$ cat config.mk
export PLATFORM = sky130hd
export DESIGN_NAME = bitmap_block_allocator
export DESIGN_NICKNAME = d
export VERILOG_FILES = /design/src/sv/bba_pkg.sv /design/src/sv/bba_front.sv /design/src/sv/bba_queue.sv /design/src/sv/bba_back.sv /design/src/sv/bitmap_block_allocator.sv
export VERILOG_INCLUDE_DIRS = /design/src /design/src/sv
export SDC_FILE = /design/constraint.sdc
export NUM_CORES = 1
export LEC_CHECK = 0
export BUFFER_PORTS_ARGS = -buffer_cell sky130_fd_sc_hd__buf_2
export CAP_MARGIN = 30
export CORE_MARGIN = 8
export CORE_UTILIZATION = 60
export DETAILED_ROUTE_END_ITERATION = 6
export PLACE_DENSITY = 0.78
export SYNTH_ARGS = -nofsm -noshare
export SYNTH_HDL_FRONTEND = slang
export SYNTH_HIERARCHICAL = 1
export SYNTH_SLANG_ARGS = --single-unit
$ cat constraint.sdc
create_clock -name clk -period 6.55 [get_ports clk]
set_input_delay 0.3275 -clock clk [delete_from_list [all_inputs] [get_ports clk]]
set_output_delay 0.3275 -clock clk [all_outputs]
set_load 0.03 [all_outputs]
$ cat src/sv/bitmap_block_allocator_macros.svh
// Assertion helpers for the block allocator.
`ifndef BITMAP_BLOCK_ALLOCATOR_MACROS_SVH
`define BITMAP_BLOCK_ALLOCATOR_MACROS_SVH

// Same-cycle implication.
`define BBA_ASSERT(label, ante, cons, msg) \
  label: assert property (@(posedge clk) disable iff (rst) (ante) |-> (cons)) \
    else $error(msg);

// Next-cycle implication.
`define BBA_ASSERT_NEXT(label, ante, cons, msg) \
  label: assert property (@(posedge clk) disable iff (rst) (ante) |=> (cons)) \
    else $error(msg);

`endif

$ cat src/sv/bba_pkg.sv
package bba_pkg;

  localparam int BYTES_W  = 20;
  localparam int BS_W     = 13;
  localparam int IDX_W    = 10;
  localparam int NEED_W   = 7;
  localparam int BS_MAX   = 4096;
  localparam int BS_RESET = 64;

  typedef enum logic [1:0] {
    ST_OK        = 2'd0,
    ST_NO_SPACE  = 2'd1,
    ST_TOO_LARGE = 2'd2
  } status_t;

  typedef struct packed {
    status_t             status;
    logic [NEED_W-1:0]   needed;
  } job_t;

  typedef enum logic [2:0] {
    F_IDLE,
    F_MUL,
    F_CHECK,
    F_COUNT,
    F_PUSH
  } front_state_t;

  typedef enum logic {
    B_IDLE,
    B_EMIT
  } back_state_t;

endpackage

$ cat src/sv/bba_front.sv
module bba_front import bba_pkg::*; #(
  parameter int NUM_BLOCKS             = 1024,
  parameter int MAX_BLOCKS_PER_REQUEST = 64
) (
  input  logic               clk,
  input  logic               rst,
  input  logic               start,
  output logic               busy,
  input  logic [BYTES_W-1:0] request_bytes,
  input  logic               cfg_we,
  input  logic [BS_W-1:0]    cfg_data,
  input  logic               q_full,
  output logic               q_push,
  output job_t               q_data
);

  localparam int FCW = $clog2(NUM_BLOCKS + 1);
  localparam int PW  = FCW + BS_W;
  localparam int KW  = $clog2(MAX_BLOCKS_PER_REQUEST);
  localparam int AW  = BYTES_W + 1;

  front_state_t state, state_next;

  logic [BS_W-1:0]    blk_bytes;
  logic [BS_W-1:0]    bs_eff;
  logic [BS_W-1:0]    bs;
  logic [BYTES_W-1:0] bytes;
  logic [FCW-1:0]     free_count;
  logic [PW-1:0]      prod;
  logic [AW-1:0]      acc;
  logic [KW-1:0]      k;
  job_t               job;
  logic               room;
  logic               covered;
  logic               at_limit;

  always_comb begin
    if (blk_bytes == '0) begin
      bs_eff = BS_W'(1);
    end else if (blk_bytes > BS_W'(BS_MAX)) begin
      bs_eff = BS_W'(BS_MAX);
    end else begin
      bs_eff = blk_bytes;
    end
  end

  assign room     = 32'(prod) >= (32'(bytes) + 32'(bs));
  assign covered  = acc >= AW'(bytes);
  assign at_limit = k == KW'(MAX_BLOCKS_PER_REQUEST - 1);

  always_comb begin
    state_next = state;
    unique case (state)
      F_IDLE:  if (start) state_next = F_MUL;
      F_MUL:   state_next = F_CHECK;
      F_CHECK: state_next = room ? F_COUNT : F_PUSH;
      F_COUNT: if (covered || at_limit) state_next = F_PUSH;
      F_PUSH:  if (!q_full) state_next = F_IDLE;
      default: state_next = F_IDLE;
    endcase
  end

  always_comb begin
    busy   = state != F_IDLE;
    q_push = (state == F_PUSH) && !q_full;
    q_data = job;
  end

  always_ff @(posedge clk) begin
    if (rst) begin
      state      <= F_IDLE;
      blk_bytes  <= BS_W'(BS_RESET);
      free_count <= FCW'(NUM_BLOCKS);
    end else begin
      state <= state_next;
      if (cfg_we) begin
        blk_bytes <= cfg_data;
      end
      if (q_push && job.status == ST_OK) begin
        free_count <= free_count - FCW'(job.needed);
      end
    end
  end

  always_ff @(posedge clk) begin
    unique case (state)
      F_IDLE: begin
        bytes <= request_bytes;
        bs    <= bs_eff;
      end
      F_MUL: begin
        prod <= PW'(free_count) * PW'(bs);
      end
      F_CHECK: begin
        acc        <= '0;
        k          <= '0;
        job.status <= ST_NO_SPACE;
        job.needed <= '0;
      end
      F_COUNT: begin
        if (covered) begin
          job.status <= ST_OK;
          job.needed <= NEED_W'(k) + NEED_W'(1);
        end else if (at_limit) begin
          job.status <= ST_TOO_LARGE;
        end else begin
          acc <= acc + AW'(bs);
          k   <= k + KW'(1);
        end
      end
      F_PUSH: begin
      end
      default: begin
      end
    endcase
  end

endmodule

$ cat src/sv/bba_queue.sv
module bba_queue import bba_pkg::*; (
  input  logic clk,
  input  logic rst,
  input  logic push,
  input  job_t push_data,
  output logic full,
  input  logic pop,
  output logic valid,
  output job_t pop_data
);

  job_t       slots [2];
  logic       wr_ptr;
  logic       rd_ptr;
  logic [1:0] count;

  assign full     = count == 2'd2;
  assign valid    = count != 2'd0;
  assign pop_data = slots[rd_ptr];

  always_ff @(posedge clk) begin
    if (rst) begin
      wr_ptr <= 1'b0;
      rd_ptr <= 1'b0;
      count  <= 2'd0;
    end else begin
      if (push) wr_ptr <= ~wr_ptr;
      if (pop)  rd_ptr <= ~rd_ptr;
      count <= count + 2'(push) - 2'(pop);
    end
  end

  always_ff @(posedge clk) begin
    if (push) begin
      slots[wr_ptr] <= push_data;
    end
  end

endmodule

$ cat src/sv/bba_back.sv
`include "bitmap_block_allocator_macros.svh"

module bba_back import bba_pkg::*; #(
  parameter int NUM_BLOCKS = 1024
) (
  input  logic             clk,
  input  logic             rst,
  input  logic             q_valid,
  input  job_t             q_data,
  output logic             q_pop,
  output logic             strobe,
  output logic [IDX_W-1:0] block_index,
  output logic             pointer_block,
  output logic [1:0]       status,
  output logic             last
);

  localparam int CW = $clog2(NUM_BLOCKS + 1);

  back_state_t       state, state_next;
  logic [CW-1:0]     next_free;
  logic [NEED_W-1:0] remain;
  status_t           cur_status;
  logic              first;
  logic              emit;
  logic              final_beat;
  logic              reject_beat;

  always_comb begin
    final_beat = (cur_status != ST_OK) || (remain == NEED_W'(1));
  end

  always_comb begin
    reject_beat = strobe && status != ST_OK;
  end

  always_comb begin
    state_next = state;
    unique case (state)
      B_IDLE:  if (q_valid) state_next = B_EMIT;
      B_EMIT:  if (final_beat) state_next = B_IDLE;
      default: state_next = B_IDLE;
    endcase
  end

  always_comb begin
    q_pop = (state == B_IDLE) && q_valid;
    emit  = state == B_EMIT;
  end

  always_ff @(posedge clk) begin
    if (rst) begin
      state     <= B_IDLE;
      strobe    <= 1'b0;
      next_free <= '0;
    end else begin
      state  <= state_next;
      strobe <= emit;
      if (emit && cur_status == ST_OK) begin
        next_free <= next_free + CW'(1);
      end
    end
  end

  always_ff @(posedge clk) begin
    if (q_pop) begin
      cur_status <= q_data.status;
      remain     <= q_data.needed;
      first      <= 1'b1;
    end else if (emit) begin
      remain <= remain - NEED_W'(1);
      first  <= 1'b0;
    end
    if (emit) begin
      status <= cur_status;
      last   <= final_beat;
      if (cur_status == ST_OK) begin
        block_index   <= IDX_W'(next_free);
        pointer_block <= first;
      end else begin
        block_index   <= '0;
        pointer_block <= 1'b0;
      end
    end
  end

  `BBA_ASSERT(a_reject_last, reject_beat, last, "rejection not last")
  `BBA_ASSERT(a_reject_idx, reject_beat, !(|block_index || pointer_block), "reject has block")
  `BBA_ASSERT_NEXT(a_burst, strobe && !last, strobe, "gap inside a burst")
  `BBA_ASSERT_NEXT(a_pop_emit, q_pop, strobe == 1'b0 && state == B_EMIT, "pop no burst")

endmodule

$ cat src/sv/bitmap_block_allocator.sv
// Block allocator for file storage, first fit from a next-free block counter.
// Input: raise start with request_bytes while busy is low; the beat is taken
// at that edge. Config: cfg_we with cfg_data writes the block size; the user
// must write only while idle, not enforced (0 acts as 1, above 4096 as 4096).
// Output: one beat per cycle on strobe with block_index, pointer_block,
// status and last. A granted request gives the pointer block, then its data
// blocks, lowest free index first; a rejection gives one beat, status 1 (no
// space) or 2 (more than MAX_BLOCKS_PER_REQUEST blocks).
// Busy: with C = ceil(bytes / block size), busy stays high from the start beat
// through the multiply and space check, then the add-and-compare count loop
// for a grant or a request over the limit (a rejection on space skips it), then
// the push into the two-entry queue to the back end, held while that is full.
// Once busy drops, the back end pops the entry when it is idle, enters its emit
// state and drives each beat onto strobe from a register.
// A grant of C + 1 blocks then gives C + 1 beats on back-to-back cycles;
// the back end returns to idle between entries, leaving a gap on strobe.
// The receiver cannot stall; beats are valid for exactly one cycle.
// Reset frees every block and sets the block size to 64; blocks are never
// released otherwise.
module bitmap_block_allocator import bba_pkg::*; #(
  parameter int NUM_BLOCKS             = 1024,
  parameter int MAX_BLOCKS_PER_REQUEST = 64
) (
  input  logic               clk,
  input  logic               rst,
  input  logic               start,
  output logic               busy,
  input  logic [BYTES_W-1:0] request_bytes,
  input  logic               cfg_we,
  input  logic [BS_W-1:0]    cfg_data,
  output logic               strobe,
  output logic [IDX_W-1:0]   block_index,
  output logic               pointer_block,
  output logic [1:0]         status,
  output logic               last
);

  logic q_push, q_full, q_pop, q_valid;
  job_t q_in, q_out;

  bba_front #(
    .NUM_BLOCKS(NUM_BLOCKS),
    .MAX_BLOCKS_PER_REQUEST(MAX_BLOCKS_PER_REQUEST)
  ) u_front (
    .clk(clk), .rst(rst), .start(start), .busy(busy),
    .request_bytes(request_bytes), .cfg_we(cfg_we), .cfg_data(cfg_data),
    .q_full(q_full), .q_push(q_push), .q_data(q_in)
  );

  bba_queue u_queue (
    .clk(clk), .rst(rst), .push(q_push), .push_data(q_in), .full(q_full),
    .pop(q_pop), .valid(q_valid), .pop_data(q_out)
  );

  bba_back #(
    .NUM_BLOCKS(NUM_BLOCKS)
  ) u_back (
    .clk(clk), .rst(rst), .q_valid(q_valid), .q_data(q_out), .q_pop(q_pop),
    .strobe(strobe), .block_index(block_index), .pointer_block(pointer_block),
    .status(status), .last(last)
  );

endmodule

### Word level (Yosys, flattened, before mapping)

Memories as Yosys holds them, arrays and structs flattened. A register that Yosys moved wholly into a read port is not among the register bits.
Index checks and enable logic that the tools add are counted.

* input port bits: 37
* memory bits (writable): 18
* memories: 1
* flip-flop bits (word level): 161

Memories
* u_queue.slots: depth 2, bits a word 9, read ports 1, clocked after memory_dff 1, write ports 1, RTL line bba_queue.sv:12 `job_t slots [2];`

* $add $sub $neg: 9
* equal/unequal tests: 14
* multipliers: 1
* mux-type cells: 25
* reductions and logical operators: 21
* magnitude comparators: 3
* bitwise operators: 3

Operators by type and width (number)
* 2-to-1 mux 21 bit: 2
* case mux 21 bit (2 select lines): 1
* >= comparator 24 x 32 -> 1 bit: 1
* multiplier 11 x 13 -> 24 bit: 1
* adder 20 x 13 -> 21 bit: 1
* adder 21 x 13 -> 21 bit: 1
* >= comparator 21 x 20 -> 1 bit: 1
* 2-to-1 mux 7 bit: 3
* case mux 9 bit (2 select lines): 1
* case mux 3 bit (5 select lines): 1
* greater-than comparator 13 bit, second input constant: 1
* logical NOT 13 bit: 1
* 2-to-1 mux 13 bit: 1
* 2-to-1 mux 3 bit: 4
* 2-to-1 mux 6 bit: 2
* case mux 6 bit (2 select lines): 1
* adder 11 x 1 -> 11 bit, second input constant: 1
* subtractor 11 x 7 -> 11 bit: 1
* inequality test 2 bit, second input constant: 4
* nonzero test 2 bit: 4
* adder 6 x 1 -> 7 bit, second input constant: 1
* equality test 7 x 1 -> 1 bit, second input constant: 1
* subtractor 7 x 1 -> 7 bit, second input constant: 1
* adder 6 x 1 -> 6 bit, second input constant: 1
* 22 further kinds: 39

### Logic depth before layout (Yosys ltp)

Gate-level depths: netlist (run 1).

* word-level depth: 5
* mapped depth: 21
* depth with buffers taken out: 19

### Modules after synthesis

Netlist (run 1), hierarchy kept.

Modules (own cells, without submodules)
* bba_front: cells an instance 1191, times used 1, area each 11521.0 um2
* bba_back: cells an instance 132, times used 1, area each 1545.2 um2
* bba_queue: cells an instance 49, times used 1, area each 865.8 um2

### Worst setup path after synthesis (run 1)

OpenSTA, ideal clock, no wires.

* path kind: register to register
* start point: register u_front.free_count[9]
* end point: register u_front.prod[23], data pin
* required time: 6292 ps
* path buffers: 3
* data arrival time: 5268 ps
* cell stages (with the launch flop): 21
* setup time: 258 ps
* period minus slack after synthesis: 5526 ps
* slack: 1024 ps
* cells stage by stage: dfxtp_1 clkbuf_1 clkbuf_1 nand2_1 fa_1 fa_1 inv_1 fa_1 fa_1 inv_1 fa_1 inv_1 ha_1 buf_2 a2111oi_0 nor3_1 o21ai_1 nand3_1 a2111oi_0 nor2_1 xnor2_1

* cells in the longest elaborated chain, start to end: 1

Ends and longest elaborated chain
* start, declared: RTL line bba_front.sv:28 `logic [FCW-1:0] free_count;`
* start signal, assigned: RTL line bba_front.sv:73 `free_count <= FCW'(NUM_BLOCKS);`
* start signal, assigned: RTL line bba_front.sv:80 `free_count <= free_count - FCW'(job.needed);`
* multiplier 11 x 13 -> 24 bit: RTL line bba_front.sv:92 `prod <= PW'(free_count) * PW'(bs);`
* end signal, assigned: RTL line bba_front.sv:92
* end, declared: RTL line bba_front.sv:29 `logic [PW-1:0] prod;`

No other way between the ends.
A chain may end at the register's enable or synchronous reset.

### Worst setup path in the final report (run 1)

* start point: register u_front.bs[2]
* end point: register u_front.prod[23], data pin

* cells in the longest elaborated chain, start to end: 1

Ends and longest elaborated chain
* start, declared: RTL line bba_front.sv:26 `logic [BS_W-1:0] bs;`
* start signal, assigned: RTL line bba_front.sv:89 `bs <= bs_eff;`
* multiplier 11 x 13 -> 24 bit: RTL line bba_front.sv:92

No other way between the ends.

==> results of run 1 <==
[layout make-up]
| type | instances | area, µm² | area share, % |
|---|---|---|---|
| inverters | 188 | 706 | 4.66 |
| repair buffers | 66 | 385 | 2.54 |
| flip-flops and latches | 179 | 4920 | 32.5 |
| multi-input cells | 965 | 8150 | 53.8 |
| clock inverters | 14 | 179 | 1.18 |
| clock buffers | 18 | 450 | 2.97 |
| well taps | 285 | 357 | 2.35 |
[cell usage after synthesis (11+ instances only)]
master / instances
a21o_1: 15
a21oi_1: 57
a31oi_1: 11
and2_1: 82
clkbuf_1: 34
dfxtp_1: 45
edfxtp_1: 134
fa_1: 101
ha_1: 142
inv_1: 187
mux2i_1: 14
nand2_1: 120
nand2b_1: 12
nand3_1: 22
nor2_1: 87
nor2b_1: 33
nor3_1: 20
nor4_1: 11
o21ai_0: 34
o31ai_1: 13
or3_1: 11
xnor2_1: 31
xor2_1: 19
[cells by family (layout without fill, tap and decap cells)]
group / count (synthesis) / count (layout) / share of synthesized area (%)
AOI/OAI and AO/OA: 205 / 205 / 9.74
xor gates and xnor gates: 51 / 51 / 3.30
DFF: 179 / 179 / 35.3
adders and majority gates: 243 / 243 / 27.3
buffers and inverters: 228 / 286 / 6.16
and+or+nand+nor: 440 / 440 / 16.2
muxes: 26 / 26 / 1.98
[layer usage]
metal	GRT usage (%)	wire, µm
met5	0	13
met4	8.46	986
met3	3.41	1650
met2	37.7	14700
met1	28.3	13100
[final timing paths]
path                            cells past startpoint          endpoint  slack (ps)
worst max-delay path                               17  u_front/prod[23]         640
worst max register to register                     17  u_front/prod[23]         640
worst min register to register                      2      u_back/first         480
worst min-delay path                                1  u_front/bytes[0]          60
[sequential cells by signal (all words and copies together) (netlist names), 10 cells and up, named ones only]
register / flops
u_front/blk_bytes: 13
u_front/free_count: 11
u_queue/slots: 18
u_front/acc: 21
u_front/bytes: 20
u_back/block_index: 10
u_back/next_free: 10
u_front/prod: 24
u_front/bs: 13
[worst reg2reg max path, cell delays in order, from the launching register on]
cell	delay (ps)
edfxtp_1	650
nand2_1	150
fa_1	500
fa_1	570
inv_1	60
fa_1	540
fa_1	560
inv_1	60
fa_1	530
inv_1	40
ha_1	390
a2111oi_0	410
nor3_1	80
o21ai_1	150
nand3_1	230
a2111oi_0	490
nor2_1	120
xnor2_1	140
[report_power, final]
group	leakage (nW)	switching (mW)	internal, mW
Combinational	4.82	0.576	0.388
Clock	0.302	0.516	0.575
Sequential	1.65	0.125	1.39
Total	6.77	1.22	2.35
[metrics by stage]
step | utilization, % | power, mW
floorplan | - | 2.20
global placement | 63.8 | 2.44
detailed placement | 63.8 | 2.47
CTS | 66.6 | 3.57
global route | 66.7 | 3.75
finish | 66.7 | 3.57
==> results.toml, run 1 <==
[cts]
clock-sinks = 179
post-cts-setup-buffers = 0
clock_latency_ps = 440
cts-root-buf = "clkbuf_16"
clk_pin_slew_ps = 80
htree_levels = 4
cts.path.max_buffers = 2
hold_buffers = 0
cts_tree = "yes"
cts_resized = 0
cts_buffers = 17

[die]
die-area_mm2 = 0.0284
io-pin-count = 53
num_rows = 55
start_util_pct = 61.3
core_mm2 = 0.0227
dieHeight_um = 168
die_w_um = 168

[route]
wirelength_um = 30400
vias = 9958
drt_first_iter_violations = 762
drtPass1Iterations = 5
routedWlPerCell_um = 17.7
ant_nets = 0
routed_via_density = 5.81
drc = 0

[hold_path]
hold_class = "primary input to register"
hp-start = "request_bytes[0]"

[flow_run]
drv_cap = 0

[critical_path]
critical_path_required_ps = 6730
crit_chain = "nand2_1 > fa_1 > fa_1 > inv_1 > fa_1 > fa_1 > inv_1 > fa_1 > inv_1 > ha_1 > a2111oi_0 > nor3_1 > o21ai_1 > nand3_1 > a2111oi_0 > nor2_1 > xnor2_1"
r2r_start = "u_front/bs[2]"
crit_fanout = 13
critPathArrivalTime_ps = 6090
cpPeakStageDelay_ps = 650
slowest_stage = "edfxtp_1"
path_delay_family = "adder cells"
worst_path_most_repeated_cell = "fa_1"
crit_path_start = "u_front/bs[2]"
end_kind = "register"
critPathBufInv = 3
critPathLaunchType = "register"
crit_type = "register to register"

[synthesis]
synthArstFlopShare_pct = 0
synth_top_area_share_pct = 28.9
synth_flop_cell = "edfxtp_1"
synthDistinctLibCells = 74
synthTopCellsByArea = "edfxtp_1, fa_1, ha_1, dfxtp_1, inv_1"
ys_seq_area_share_pct = 35.3
netlist_area_mm2 = 0.0139
synth-edff-count = 134
synth-seq-cells = 179
synth_area_per_cell_um2 = 10.2
yosys.area.top_type = "edfxtp_1"
syn_inst = 1372
yosys_warnings = 6
syn_nets = 1652

[grt]
antenna_found_initial = 1
grt_overflow = 0
grt_pass1_vias = 10109
grt_pass1_wl_um = 50800
grt_usage_pct = 22.2
grt_max_degree = 50

[timing]
period_share_pct = 90.2
fmax_ghz = 0.169
finalCriticalPeriod_ps = 5910
rsz0062_at_grt = "no"
hold_violations = 0
maxSlewViolCount = 0
slew_headroom_pct = 44.9
setup_tns_ps = 0
final.setup.worst_slack_ps = 645
worst_slew_pin_slew_ps = 823
setup_viol_count_final = 0
holdWs_ps = 59.9
fin_skew_ps = 10.6

[final_layout]
layout_common_cells = "inv_1, ha_1, edfxtp_1"
diodes = 0
drive_gt1_share_pct = 7.69
fin_area_mm2 = 0.0152
fillers = 1738
area_growth_pct = 8.75
layout.nets = 1697
finalNonFillerCells = 1715
final_common_cell = "inv_1"

[power]
ir_drop_mv = 0.167
cellPowerDensity_mw_per_mm2 = 235
p_leak_nw = 6.77

[place]
finalWeightedCongestion = 0.868
dp_cells = 1682
hpwl_um = 23700
place_area_mm2 = 0.0145
dp_slack_ps = 697
portBuffers = 52

[outcome]
outcome = "completed"
Power figures use the tool's default switching activity.
==> run 2: changes to the inputs <==
MAX_ROUTING_LAYER = met4   (was default)
==> results.toml, run 2 (synthesis gave the netlist of run 1 again) <==
[die]
io-pin-count = 53
core_mm2 = 0.0227
dieHeight_um = 168
die_w_um = 168
start_util_pct = 61.3
die-area_mm2 = 0.0284
num_rows = 55

[place]
finalWeightedCongestion = 0.855
dp_cells = 1681
dp_slack_ps = 645
portBuffers = 52
place_area_mm2 = 0.0145
hpwl_um = 23700

[route]
drt_first_iter_violations = 800
drtPass1Iterations = 5
routedWlPerCell_um = 17.7
ant_nets = 0
drc = 0
routed_via_density = 5.83
vias = 9991
wirelength_um = 30400

[timing]
final.setup.worst_slack_ps = 509
setup_viol_count_final = 0
setup_tns_ps = 0
fin_skew_ps = 20.0
worst_slew_pin_slew_ps = 859
hold_violations = 0
slew_headroom_pct = 42.6
finalCriticalPeriod_ps = 6040
period_share_pct = 92.2
rsz0062_at_grt = "no"
holdWs_ps = 64.9
maxSlewViolCount = 0
fmax_ghz = 0.166

[cts]
htree_levels = 4
clk_pin_slew_ps = 80
cts_buffers = 17
clock-sinks = 179
cts-root-buf = "clkbuf_16"
clock_latency_ps = 440
post-cts-setup-buffers = 0
hold_buffers = 0
cts.path.max_buffers = 2
cts_resized = 0
cts_tree = "yes"

[final_layout]
fin_util_pct = 66.7
fillers = 1730
fin_area_mm2 = 0.0151
diodes = 0
final_common_cell = "inv_1"
largest_reg_flops = 24
layout_common_cells = "inv_1, ha_1, edfxtp_1"
regMostFlops = "u_front/prod"
reg.largest.list = "u_front/prod x24, u_front/acc x21, u_front/bytes x20"
finalNonFillerCells = 1714
layout.nets = 1696
final-seq-area_mm2 = 0.00492
area_growth_pct = 8.68
multi_input_area_mm2 = 0.00815
drive_gt1_share_pct = 7.63

[critical_path]
critPathLaunchType = "register"
crit_chain = "nand2_1 > fa_1 > fa_1 > inv_1 > fa_1 > fa_1 > inv_1 > fa_1 > inv_1 > ha_1 > a2111oi_0 > nor3_1 > o21ai_1 > nand3_1 > a2111oi_0 > nor2_1 > xnor2_1"
critPathArrivalTime_ps = 6210
worst_path_most_repeated_cell = "fa_1"
crit_type = "register to register"
end_kind = "register"
critical_path_required_ps = 6720
crit_fanout = 19
slowest_stage = "dfxtp_1"
cpPeakStageDelay_ps = 670

[grt]
grt_usage_pct = 22.9
grt_pass1_wl_um = 51000
grt_overflow = 0
antenna_found_initial = 0
grt_pass1_vias = 10061
grt_max_degree = 50

[power]
ir_drop_mv = 0.197
cellPowerDensity_mw_per_mm2 = 232
p_total_mw = 3.51
p_leak_nw = 6.77

[outcome]
outcome = "completed"

[hold_path]
hold_class = "primary input to register"

[flow_run]
drv_cap = 0
run 2: where the power goes:
group	total, mW	internal (mW)	switching (mW)
Combinational	0.951	0.384	0.568
Sequential	1.51	1.39	0.126
Clock	1.05	0.531	0.515
Total	3.51	2.30	1.21
run 2: critical path, delay by kind of cell (launching register included):
kind	cells	cell delay (ps)
fa+ha+maj	6	3110
buf+inv	3	160
xor+xnor	1	140
compound gates	3	1090
simple gates	4	590
flops	1	670
run 2: layout make-up:
| class | instances | share of cell area (%) |
|---|---|---|
| inverters | 188 | 4.66 |
| multi-input cells | 965 | 53.8 |
| well taps | 285 | 2.36 |
| clock buffers | 18 | 2.90 |
| clock inverters | 14 | 1.11 |
| repair buffers | 65 | 2.63 |
| flip-flops and latches | 179 | 32.5 |
run 2: path summary, 6_finish.rpt:
| path | start | to | slack [ps] | cells past startpoint |
|---|---|---|---|---|
| min | request_bytes[8] | u_front/bytes[8] | 60 | 1 |
| max | u_front/free_count[9] | u_front/prod[23] | 510 | 17 |
| max reg2reg | u_front/free_count[9] | u_front/prod[23] | 510 | 17 |
| min reg2reg | u_back/first | u_back/first | 480 | 2 |
run 2: metal layers:
metal	GRT usage [%]	part of all wire (%)	up-vias	wire, µm
li1	-	-	4772	-
met1	28.6	42	4850	12900
met2	38.2	50	323	15100
met3	3.09	5.5	46	1690
met4	7.49	2.6	0	777
met5	-	0	-	0
==> run 3: changes to the inputs <==
HOLD_SLACK_MARGIN = 0.1   (was default)
==> results.toml, run 3 (synthesis gave the netlist of run 1 again) <==
[place]
dp_cells = 1681
portBuffers = 52
finalWeightedCongestion = 0.855
hpwl_um = 23700

[final_layout]
fillers = 1703
reg.largest.list = "u_front/prod x24, u_front/acc x21, u_front/bytes x20"
finalNonFillerCells = 1735
final_common_cell = "inv_1"
largest_reg_flops = 24
diodes = 0
drive_gt1_share_pct = 7.52
area_growth_pct = 10.2
regMostFlops = "u_front/prod"
layout.nets = 1717
layout_common_cells = "inv_1, ha_1, edfxtp_1"

[cts]
cts_buffers = 17
htree_levels = 4
cts_tree = "yes"
clock_latency_ps = 450
cts.path.max_buffers = 2
post-cts-setup-buffers = 0
clk_pin_slew_ps = 80
clock-sinks = 179
cts-root-buf = "clkbuf_16"

[hold_path]
hp-start = "cfg_data[1]"
hold_path_end = "u_front/blk_bytes[1]"
hold_class = "primary input to register"
hold-path-cell-count = 3

[critical_path]
crit_fanout = 19
r2r_start = "u_front/free_count[9]"
critPathLaunchType = "register"
crit_type = "register to register"
r2r_end = "u_front/prod[23]"
critPathArrivalTime_ps = 6180
end_kind = "register"
critical_path_required_ps = 6720
ff2ff_path_depth = 17
rrSetupSlack_ps = 540

[power]
pwr-share-clk_pct = 29.7
seq_power_share_pct = 42.9
switchingPower_mw = 1.21
p_int_mw = 2.31
ir_drop_mv = 0.197
p_sw_share_pct = 34.5
cellPowerDensity_mw_per_mm2 = 230
comb_power_share_pct = 27.3
p_leak_nw = 6.86

[route]
drc = 0
routedWlPerCell_um = 17.8
ant_nets = 0
drtPass1Iterations = 5
drt_first_iter_violations = 775
routed_via_density = 5.81
vias = 10077
wirelength_um = 30900

[grt]
grt_pass1_vias = 10204
grt_usage_pct = 23.3
grt_max_degree = 50
grt_pass1_wl_um = 51800
grt_overflow = 0
antenna_found_initial = 0

[die]
dieHeight_um = 168
die-area_mm2 = 0.0284
num_rows = 55
start_util_pct = 61.3
die_w_um = 168
io-pin-count = 53
core_mm2 = 0.0227

[timing]
setup_tns_ps = 0
hold_violations = 0
slew_headroom_pct = 42.0
finalCriticalPeriod_ps = 6010
maxSlewViolCount = 0
holdWs_ps = 119
rsz0062_at_grt = "no"
worst_slew_pin_slew_ps = 865
fin_skew_ps = 23.1
setup_viol_count_final = 0
fmax_ghz = 0.166
period_share_pct = 91.7

[flow_run]
drv_cap = 0

[outcome]
outcome = "completed"
## run 3: cell types whose count changed in the layout (fill, tap and decap cells not counted), sizes merged
cell,before,now
dlygate4sd3,0,21
## run 3: area by class of cell
type	count	area, µm²	share of cell area, %
multi-input cells	965	8150	53.1
clock buffers	18	439	2.86
repair buffers	86	608	3.96
clock inverters	14	168	1.09
flip-flops and latches	179	4920	32.1
well taps	285	357	2.32
inverters	188	706	4.60
## run 3: power by group through the flow
| stage | logic, mW | clock network, mW | registers [mW] |
|---|---|---|---|
| 6_report | 0.963 | 1.05 | 1.51 |
| 2_1_floorplan | 0.677 | 0 | 1.52 |
| 4_1_cts | 0.954 | 1.07 | 1.51 |
| 3_3_place_gp | 0.903 | 0 | 1.53 |
| 3_5_place_dp | 0.932 | 0 | 1.54 |
| 5_1_grt | 1.08 | 1.11 | 1.53 |
## run 3: worst max-delay path by stage
stage	start	to	slack, ps	depth (start not counted)
after CTS	u_front/free_count[9]	u_front/prod[22]	620	16
after floorplan	u_front/free_count[9]	u_front/prod[23]	1020	20
after global routing	u_front/free_count[9]	u_front/prod[23]	150	17
after global placement	u_front/bs[5]	u_front/prod[23]	810	18
after detailed placement	u_front/free_count[9]	u_front/prod[22]	640	16
final	u_front/free_count[9]	u_front/prod[23]	540	17
## run 3: timing repair
item	4_1_cts	5_1_grt
hold endpoints to repair	21	0
hold buffers	21	0
resized for setup	0	0
## run 3: worst max-delay path, cell delays in order, from the launching register on
cell and delay, ps:
dfxtp_1 670, nand2_1 150, fa_1 520, fa_1 570
inv_1 60, fa_1 520, fa_1 560, inv_1 60
fa_1 540, inv_1 40, ha_1 400, a2111oi_0 450
nor3_1 90, o21ai_1 140, nand3_1 210, a2111oi_0 470
nor2_1 130, xnor2_1 140
## run 3: per-layer routing
| metal | track usage [%] | vias up | routed length [µm] | share of wire (%) |
|---|---|---|---|---|
| li1 | - | 4815 | - | - |
| met1 | 28.5 | 4905 | 13100 | 42 |
| met2 | 39.0 | 309 | 15400 | 50 |
| met3 | 3.74 | 48 | 1620 | 5.2 |
| met4 | 7.80 | 0 | 827 | 2.7 |
| met5 | - | - | 0 | 0 |
## run 3: per-stage QoR
stage          area [µm²]  power (mW)  setup slack [ps]  util, %
4_1_cts             15300        3.54               619     67.5
3_3_place_gp        14500        2.44               806     63.8
2_1_floorplan       13900        2.20              1020        -
6_report            15400        3.52               542     67.6
5_1_grt             15400        3.72               149     67.6
3_5_place_dp        14500        2.47               645     63.9
